### src/sv/pps_pkg.sv
// polyline path stepper: shared types, widths and codes
`default_nettype none

package pps_pkg;

  localparam int PLEN_W     = 7;
  localparam int IDX_W      = 6;
  localparam int COORD_W    = 16;
  localparam int STEP_W     = 12;
  localparam int LEN_W      = 9;
  localparam int SQ_W       = 33;
  localparam int RAD_W      = 40;
  localparam int ROOT_W     = 20;
  localparam int FRAC_W     = 8;
  localparam int DVD_W      = 28;
  localparam int REM_W      = 23;
  localparam int CNT_W      = 5;
  localparam int SQRT_ITERS = 20;
  localparam int DIV_ITERS  = 28;

  localparam logic ACT_TICK = 1'b0;
  localparam logic ACT_LOAD = 1'b1;

  typedef struct packed {
    logic                      action;
    logic [IDX_W-1:0]          load_index;
    logic signed [COORD_W-1:0] load_x;
    logic signed [COORD_W-1:0] load_y;
  } pps_item_t;

  typedef struct packed {
    logic signed [COORD_W-1:0] marker_x;
    logic signed [COORD_W-1:0] marker_y;
    logic [IDX_W-1:0]          segment_now;
    logic [STEP_W-1:0]         step_now;
    logic                      finished;
  } pps_result_t;

  typedef struct packed {
    logic              go;
    logic              is_div;
    logic [RAD_W-1:0]  arg;
    logic [STEP_W-1:0] divisor;
  } pps_iter_cmd_t;

  typedef struct packed {
    logic             done;
    logic [DVD_W-1:0] result;
  } pps_iter_rsp_t;

endpackage

`default_nettype wire

### src/sv/pps_iter.sv
// iterative square root and divider on one shared subtractor
`default_nettype none

module pps_iter (
  input  logic                   clk,
  input  logic                   rst,
  input  pps_pkg::pps_iter_cmd_t cmd,
  output pps_pkg::pps_iter_rsp_t rsp
);
  import pps_pkg::*;

  logic              running;
  logic              done_q;
  logic              is_div;
  logic [CNT_W-1:0]  cnt;
  logic [RAD_W-1:0]  arg;
  logic [REM_W-1:0]  rem;
  logic [DVD_W-1:0]  quo;
  logic [STEP_W-1:0] dvs;

  logic [REM_W-1:0]  rem_t;
  logic [REM_W-1:0]  trial;
  logic [REM_W:0]    diff;
  logic              ge;

  // shared trial subtract
  always_comb begin
    if (is_div) begin
      rem_t = {rem[REM_W-2:0], arg[RAD_W-1]};
      trial = REM_W'(dvs);
    end else begin
      rem_t = {rem[REM_W-3:0], arg[RAD_W-1 -: 2]};
      trial = REM_W'({quo[ROOT_W-1:0], 2'b01});
    end
    diff = {1'b0, rem_t} - {1'b0, trial};
    ge   = ~diff[REM_W];
  end

  always_ff @(posedge clk) begin
    if (rst) begin
      running <= 1'b0;
      done_q  <= 1'b0;
    end else begin
      done_q <= 1'b0;
      if (cmd.go) begin
        running <= 1'b1;
        is_div  <= cmd.is_div;
        arg     <= cmd.arg;
        dvs     <= cmd.divisor;
        rem     <= '0;
        quo     <= '0;
        cnt     <= cmd.is_div ? CNT_W'(DIV_ITERS - 1) : CNT_W'(SQRT_ITERS - 1);
      end else if (running) begin
        rem <= ge ? diff[REM_W-1:0] : rem_t;
        quo <= {quo[DVD_W-2:0], ge};
        arg <= is_div ? (arg << 1) : (arg << 2);
        cnt <= cnt - CNT_W'(1);
        if (cnt == '0) begin
          running <= 1'b0;
          done_q  <= 1'b1;
        end
      end
    end
  end

  assign rsp.done   = done_q;
  assign rsp.result = quo;

endmodule

`default_nettype wire

### src/sv/polyline_path_stepper.sv
// polyline path stepper: waypoint store, sequencer and shared multiplier
// a load, or a tick with no segment ahead, gives its done strobe in the next cycle
// a moving tick reads two waypoints, squares dx and dy on the shared multiplier, then takes a
// square root of 20 result bits and two divides of 28 quotient bits that share one subtractor
// a new word is taken in the done cycle; busy holds off words during a moving tick, else a load every cycle
// synchronous reset clears marker, segment, step count and path length; waypoints are not cleared
`default_nettype none

module polyline_path_stepper #(
  parameter int MAX_WAYPOINTS = 64
) (
  input  logic                         clk,
  input  logic                         rst,
  input  logic                         cfg_wen,
  input  logic [pps_pkg::PLEN_W-1:0]   cfg_wdata,
  input  logic                         start,
  output logic                         busy,
  input  pps_pkg::pps_item_t           item,
  output logic                         done,
  output pps_pkg::pps_result_t         result
);
  import pps_pkg::*;

  localparam int             AW   = $clog2(MAX_WAYPOINTS);
  localparam logic [LEN_W-1:0] MAXW = LEN_W'(MAX_WAYPOINTS);

  typedef struct packed {
    logic [COORD_W-1:0] x;
    logic [COORD_W-1:0] y;
  } pps_point_t;

  typedef enum logic [4:0] {
    S_IDLE, S_OUT, S_RDA, S_RDB, S_DIF, S_MXX, S_MYY, S_ADD, S_SCL, S_SQW,
    S_KC, S_MKX, S_DVX, S_DWX, S_MKY, S_DVY, S_DWY, S_UPD
  } state_t;

  state_t state;

  pps_point_t mem [MAX_WAYPOINTS];
  pps_point_t rd_q;
  logic [AW-1:0] rd_addr;

  logic [PLEN_W-1:0]  path_length;
  logic [PLEN_W-1:0]  seg;
  logic [STEP_W-1:0]  step_count;
  logic [COORD_W-1:0] position_x;
  logic [COORD_W-1:0] position_y;
  logic [COORD_W-1:0] x0;
  logic [COORD_W-1:0] y0;
  logic signed [COORD_W:0] dx;
  logic signed [COORD_W:0] dy;
  logic signed [35:0] prod;
  logic [SQ_W-1:0]    sq;
  logic [STEP_W-1:0]  steps;
  logic [STEP_W-1:0]  k;
  logic               neg;

  logic [LEN_W-1:0]   eff_len;
  logic               has_next;
  logic               accept;
  logic               slot_ok;
  logic signed [17:0] mul_a;
  logic signed [17:0] mul_b;
  logic signed [35:0] mul_p;
  logic [35:0]        mag;
  logic [RAD_W-1:0]   sq_x100;
  logic [STEP_W:0]    kinc;
  logic [STEP_W-1:0]  root_int;
  logic [17:0]        qs;
  logic [17:0]        qsig;
  logic [COORD_W-1:0] base;
  logic [17:0]        pos_sum;

  pps_iter_cmd_t icmd;
  pps_iter_rsp_t irsp;

  pps_iter u_iter (
    .clk (clk),
    .rst (rst),
    .cmd (icmd),
    .rsp (irsp)
  );

  assign eff_len  = (LEN_W'(path_length) > MAXW) ? MAXW : LEN_W'(path_length);
  assign has_next = (LEN_W'(seg) + LEN_W'(1)) < eff_len;
  assign busy     = !(state == S_IDLE || state == S_OUT);
  assign accept   = start && !busy;
  assign slot_ok  = LEN_W'(item.load_index) < MAXW;
  assign done     = (state == S_OUT);

  // waypoint store
  assign rd_addr = (state == S_RDB) ? AW'(seg + PLEN_W'(1)) : AW'(seg);

  always_ff @(posedge clk) begin
    if (accept && item.action == ACT_LOAD && slot_ok) begin
      mem[AW'(item.load_index)] <= {item.load_x, item.load_y};
    end
    rd_q <= mem[rd_addr];
  end

  // shared multiplier
  always_comb begin
    mul_a = (state == S_MYY || state == S_MKY) ? {dy[COORD_W], dy} : {dx[COORD_W], dx};
    case (state)
      S_MXX:   mul_b = {dx[COORD_W], dx};
      S_MYY:   mul_b = {dy[COORD_W], dy};
      default: mul_b = {6'b0, k};
    endcase
    mul_p = mul_a * mul_b;
  end

  always_comb begin
    mag      = prod[35] ? 36'(-prod) : 36'(prod);
    sq_x100  = (RAD_W'(sq) << 6) + (RAD_W'(sq) << 5) + (RAD_W'(sq) << 2);
    kinc     = {1'b0, step_count} + (STEP_W+1)'(1);
    root_int = irsp.result[ROOT_W-1:FRAC_W];
    qs       = {1'b0, irsp.result[16:0]};
    qsig     = neg ? 18'(-qs) : qs;
    base     = (state == S_DWY) ? y0 : x0;
    pos_sum  = {{2{base[COORD_W-1]}}, base} + qsig;

    icmd.go      = (state == S_SCL || state == S_DVX || state == S_DVY);
    icmd.is_div  = (state != S_SCL);
    icmd.arg     = (state == S_SCL) ? sq_x100 : {mag[DVD_W-1:0], 12'b0};
    icmd.divisor = steps;
  end

  // sequencer
  always_ff @(posedge clk) begin
    if (rst) begin
      state       <= S_IDLE;
      path_length <= '0;
      seg         <= '0;
      step_count  <= '0;
      position_x  <= '0;
      position_y  <= '0;
    end else begin
      if (cfg_wen) begin
        path_length <= cfg_wdata;
      end
      unique case (state)
        S_IDLE, S_OUT: begin
          if (start) begin
            if (item.action == ACT_TICK && has_next) begin
              state <= S_RDA;
            end else begin
              state <= S_OUT;
            end
          end else begin
            state <= S_IDLE;
          end
        end
        S_RDA: state <= S_RDB;
        S_RDB: begin
          x0    <= rd_q.x;
          y0    <= rd_q.y;
          state <= S_DIF;
        end
        S_DIF: begin
          dx    <= {rd_q.x[COORD_W-1], rd_q.x} - {x0[COORD_W-1], x0};
          dy    <= {rd_q.y[COORD_W-1], rd_q.y} - {y0[COORD_W-1], y0};
          state <= S_MXX;
        end
        S_MXX: begin
          prod  <= mul_p;
          state <= S_MYY;
        end
        S_MYY: begin
          sq    <= prod[SQ_W-1:0];
          prod  <= mul_p;
          state <= S_ADD;
        end
        S_ADD: begin
          sq    <= sq + prod[SQ_W-1:0];
          state <= S_SCL;
        end
        S_SCL: state <= S_SQW;
        S_SQW: begin
          if (irsp.done) begin
            steps <= (root_int == '0) ? STEP_W'(1) : root_int;
            state <= S_KC;
          end
        end
        S_KC: begin
          k     <= (kinc > {1'b0, steps}) ? steps : kinc[STEP_W-1:0];
          state <= S_MKX;
        end
        S_MKX: begin
          prod  <= mul_p;
          state <= S_DVX;
        end
        S_DVX: begin
          neg   <= prod[35];
          state <= S_DWX;
        end
        S_DWX: begin
          if (irsp.done) begin
            position_x <= pos_sum[COORD_W-1:0];
            state      <= S_MKY;
          end
        end
        S_MKY: begin
          prod  <= mul_p;
          state <= S_DVY;
        end
        S_DVY: begin
          neg   <= prod[35];
          state <= S_DWY;
        end
        S_DWY: begin
          if (irsp.done) begin
            position_y <= pos_sum[COORD_W-1:0];
            state      <= S_UPD;
          end
        end
        S_UPD: begin
          if (k == steps) begin
            seg        <= seg + PLEN_W'(1);
            step_count <= '0;
          end else begin
            step_count <= k;
          end
          state <= S_OUT;
        end
        default: state <= S_IDLE;
      endcase
    end
  end

  assign result.marker_x    = position_x;
  assign result.marker_y    = position_y;
  assign result.segment_now = seg[IDX_W-1:0];
  assign result.step_now    = step_count;
  assign result.finished    = !has_next;

  a_seg_monotonic : assert property (@(posedge clk) disable iff (rst)
    $past(!rst) |-> seg >= $past(seg))
    else $error("segment index went backwards");

  a_step_below_steps : assert property (@(posedge clk) disable iff (rst)
    (state == S_OUT && $past(state) == S_UPD) |-> step_count < steps)
    else $error("step count reached segment length without advancing");

  a_iter_done_waited : assert property (@(posedge clk) disable iff (rst)
    irsp.done |-> (state == S_SQW || state == S_DWX || state == S_DWY))
    else $error("iterative unit finished while not awaited");

  a_tick_goes_busy : assert property (@(posedge clk) disable iff (rst)
    (accept && item.action == ACT_TICK && has_next) |=> busy)
    else $error("moving tick did not raise busy");

endmodule

`default_nettype wire
### config.mk
export PLATFORM = sky130hd
export DESIGN_NAME = polyline_path_stepper
export DESIGN_NICKNAME = d
export VERILOG_FILES = /design/src/sv/pps_pkg.sv /design/src/sv/pps_iter.sv /design/src/sv/polyline_path_stepper.sv
export SDC_FILE = /design/constraint.sdc
export NUM_CORES = 2
export LEC_CHECK = 0
export CORE_MARGIN = 3
export CORE_UTILIZATION = 55
export CTS_CLUSTER_DIAMETER = 30
export DETAILED_ROUTE_END_ITERATION = 7
export DONT_BUFFER_PORTS = 1
export HOLD_SLACK_MARGIN = 0.06
export PLACE_DENSITY = 0.71
export SYNTH_ARGS = -nofsm -noshare
export SYNTH_HDL_FRONTEND = slang
export SYNTH_HIERARCHICAL = 1
export SYNTH_SLANG_ARGS = --single-unit
### constraint.sdc
create_clock -name clk -period 10.91 [get_ports clk]
set_input_delay 1.6365 -clock clk [delete_from_list [all_inputs] [get_ports clk]]
set_output_delay 1.6365 -clock clk [all_outputs]
set_load 0.05 [all_outputs]
==> results.txt <==
Result of the run -> finished clean
Drt drc -> 0
Int Power -> 19.4 mW
CP arrival -> 10390 ps
Core area -> 203000 sq um
Reg clk slew, reported paths -> 50 ps
Tcrit/Tclk final -> 0.899
Reg2reg start -> state[0]
Maximum number of pins on one net before global-route repair -> 102
CP Class -> reg -> reg
Leak pwr -> 47.0 nW
Crit path required time -> 11500 ps
Setup TNS -> 0 ps
IO Port Bufs -> 0
Placed cell area -> 116000 sq um
Clock H-tree levels -> 5
Die area -> 210000 sq um
Tmin final -> 9810 ps
Logic gate share of total power -> 0.045
P per Cell Area -> 189 nW/um^2
CTS max path bufs -> 4
Nets -> 7896
Max-cap violations -> 0
Critical path capture point type -> flop
CTS tree -> built
Worst rel slew slack -> 0.0761
Sequential share of power -> 0.412
DIE HEIGHT -> 458 um
Hold Buf Count CTS -> 0
Slew @ Worst Pin -> 1350 ps
Net Sw Frac -> 0.215
Tot Pwr -> 24.7 mW
DR iter-0 viols -> 7753
Synth warnings -> 6
RSZ-0062 raised after global routing -> false
Sink Count -> 2403
Final setup skew -> 129 ps
Die X -> 458 um
Routed Antenna Nets -> 0
CP Launch Type -> flop
Worst Setup SP -> state[0]
Drt pass-1 iters -> 6
Post-CTS setup buffer count -> 0
Gr ovfl total -> 0
Netlist Area Pre-Place -> 113000 sq um
Post-CTS resize count -> 0
Worst min path class -> reg -> reg
GRT Total Usage -> 0.289
Vias per Instance -> 6.33
Clock power share -> 0.543
Root Driver -> clkbuf_16
Fmax -> 102 MHz
Hpwl dp -> 176 mm
IO Pins -> 103
Final Core Density -> 0.645
Initial antenna violation count -> 13
Area Growth Syn to Fin -> 16.3%
Num CTS Buffers -> 431
Final Hold Viols -> 0
Per-cell routed wire length -> 29.3 um
Slew Viols, Final -> 0
Endpoints failing setup -> 0
Worst VDD drop -> 0.190 mV
Row count -> 165
Syn Inst Count -> 6990
Placer congestion estimate -> 0.897
Hold path startpoint -> rd_q[0]
Vias in the first global route -> 67.5k
CP max FO -> 25
Initial Util -> 0.555
Net Switching -> 5.31 mW
Fin Hold WS -> 430 ps
Final wirelength -> 300 mm
Skew-Pair Late Insertion Delay -> 1000 ps
Global-route wire length before repair -> 446 mm
Share of cells above drive strength 1 -> 0.203
Syn avg cell area -> 16.1 sq um
Via count -> 65.0k
Final instance area -> 131000 sq um
-- worst paths after layout --
check | endpoint | cells past startpoint | slack [ps]
worst max-delay path | prod[35] | 26 | 1100
worst min-delay path | y0[0] | 0 | 430
worst max register to register | prod[35] | 26 | 1100
worst min register to register | y0[0] | 0 | 430
-- critical path, stage by stage (launching register included) --
cell and delay (ps):
dfxtp_1 610, nor2b_1 460, and3_1 880, nor2_1 480
a221oi_1 860, buf_2 320, nor2_1 80, fa_1 530
inv_1 60, fa_1 460, fa_1 550, inv_1 60
fa_1 510, fa_1 500, inv_1 50, fa_1 480
inv_1 40, ha_1 350, a211oi_1 220, o21ai_0 120
a221oi_1 350, nor3b_1 280, a21oi_1 200, a211oi_1 410
o21ai_0 230, o21ai_0 240, xnor2_1 80
-- cells in the final DEF (no fill, tap or decap), drive strengths merged, types with 147 or more instances in the layout --
cell       n
clkbuf   479
ha       253
a21oi    190
fa       353
xnor2    153
o21ai    239
mux4     512
nand2    481
edfxtp  2306
mux2i    207
inv      548
nor2     406
clkinv   147
-- layer usage --
layer / share of wire / global-route usage / routed length (um) / up-vias
met5: 0.00023 / 0 / 69 / -
met4: 0.055 / 0.142 / 16500 / 10
met3: 0.094 / 0.0641 / 28100 / 778
met2: 0.49 / 0.471 / 147000 / 3579
met1: 0.36 / 0.371 / 109000 / 33346
li1: - / - / - / 27263
-- layout make-up --
cell class / instances / area, sq um
fillers: 13558 / 71900
flip-flops and latches: 2403 / 71200
multi-input cells: 3756 / 38600
clock buffers: 479 / 11100
clock inverters: 305 / 3540
well taps: 2672 / 3340
inverters: 503 / 1890
repair buffers: 145 / 1190
diodes: 5 / 12.5
-- through the flow --
step	instances	worst slack (ps)
2_1_floorplan	6991	2970
3_3_place_gp	9478	1230
3_5_place_dp	9478	1050
4_1_cts	10262	917
5_1_grt	10265	523
6_report	10268	1100
-- flip-flops by register name, summed over array words and instances (netlist names), 12 cells and up --
| name | cells |
|---|---|
| dx | 17 |
| dy | 17 |
| k | 12 |
| mem | 2048 |
| position_x | 16 |
| position_y | 16 |
| prod | 34 |
| rd_q | 32 |
| sq | 33 |
| step_count | 12 |
| steps | 12 |
| u_iter/arg | 40 |
| u_iter/dvs | 12 |
| u_iter/quo | 20 |
| u_iter/rem | 22 |
| x0 | 16 |
| y0 | 16 |
-- power groups by stage --
stage          sequential [mW]  clock, mW  combinational (mW)
2_1_floorplan             10.4          0               0.791
4_1_cts                   10.2       13.5                1.12
3_5_place_dp              10.4          0                1.11
3_3_place_gp              10.4          0                1.09
5_1_grt                   10.2       14.0                1.23
6_report                  10.2       13.4                1.11
No activity file was read; power rests on OpenSTA's default activity.
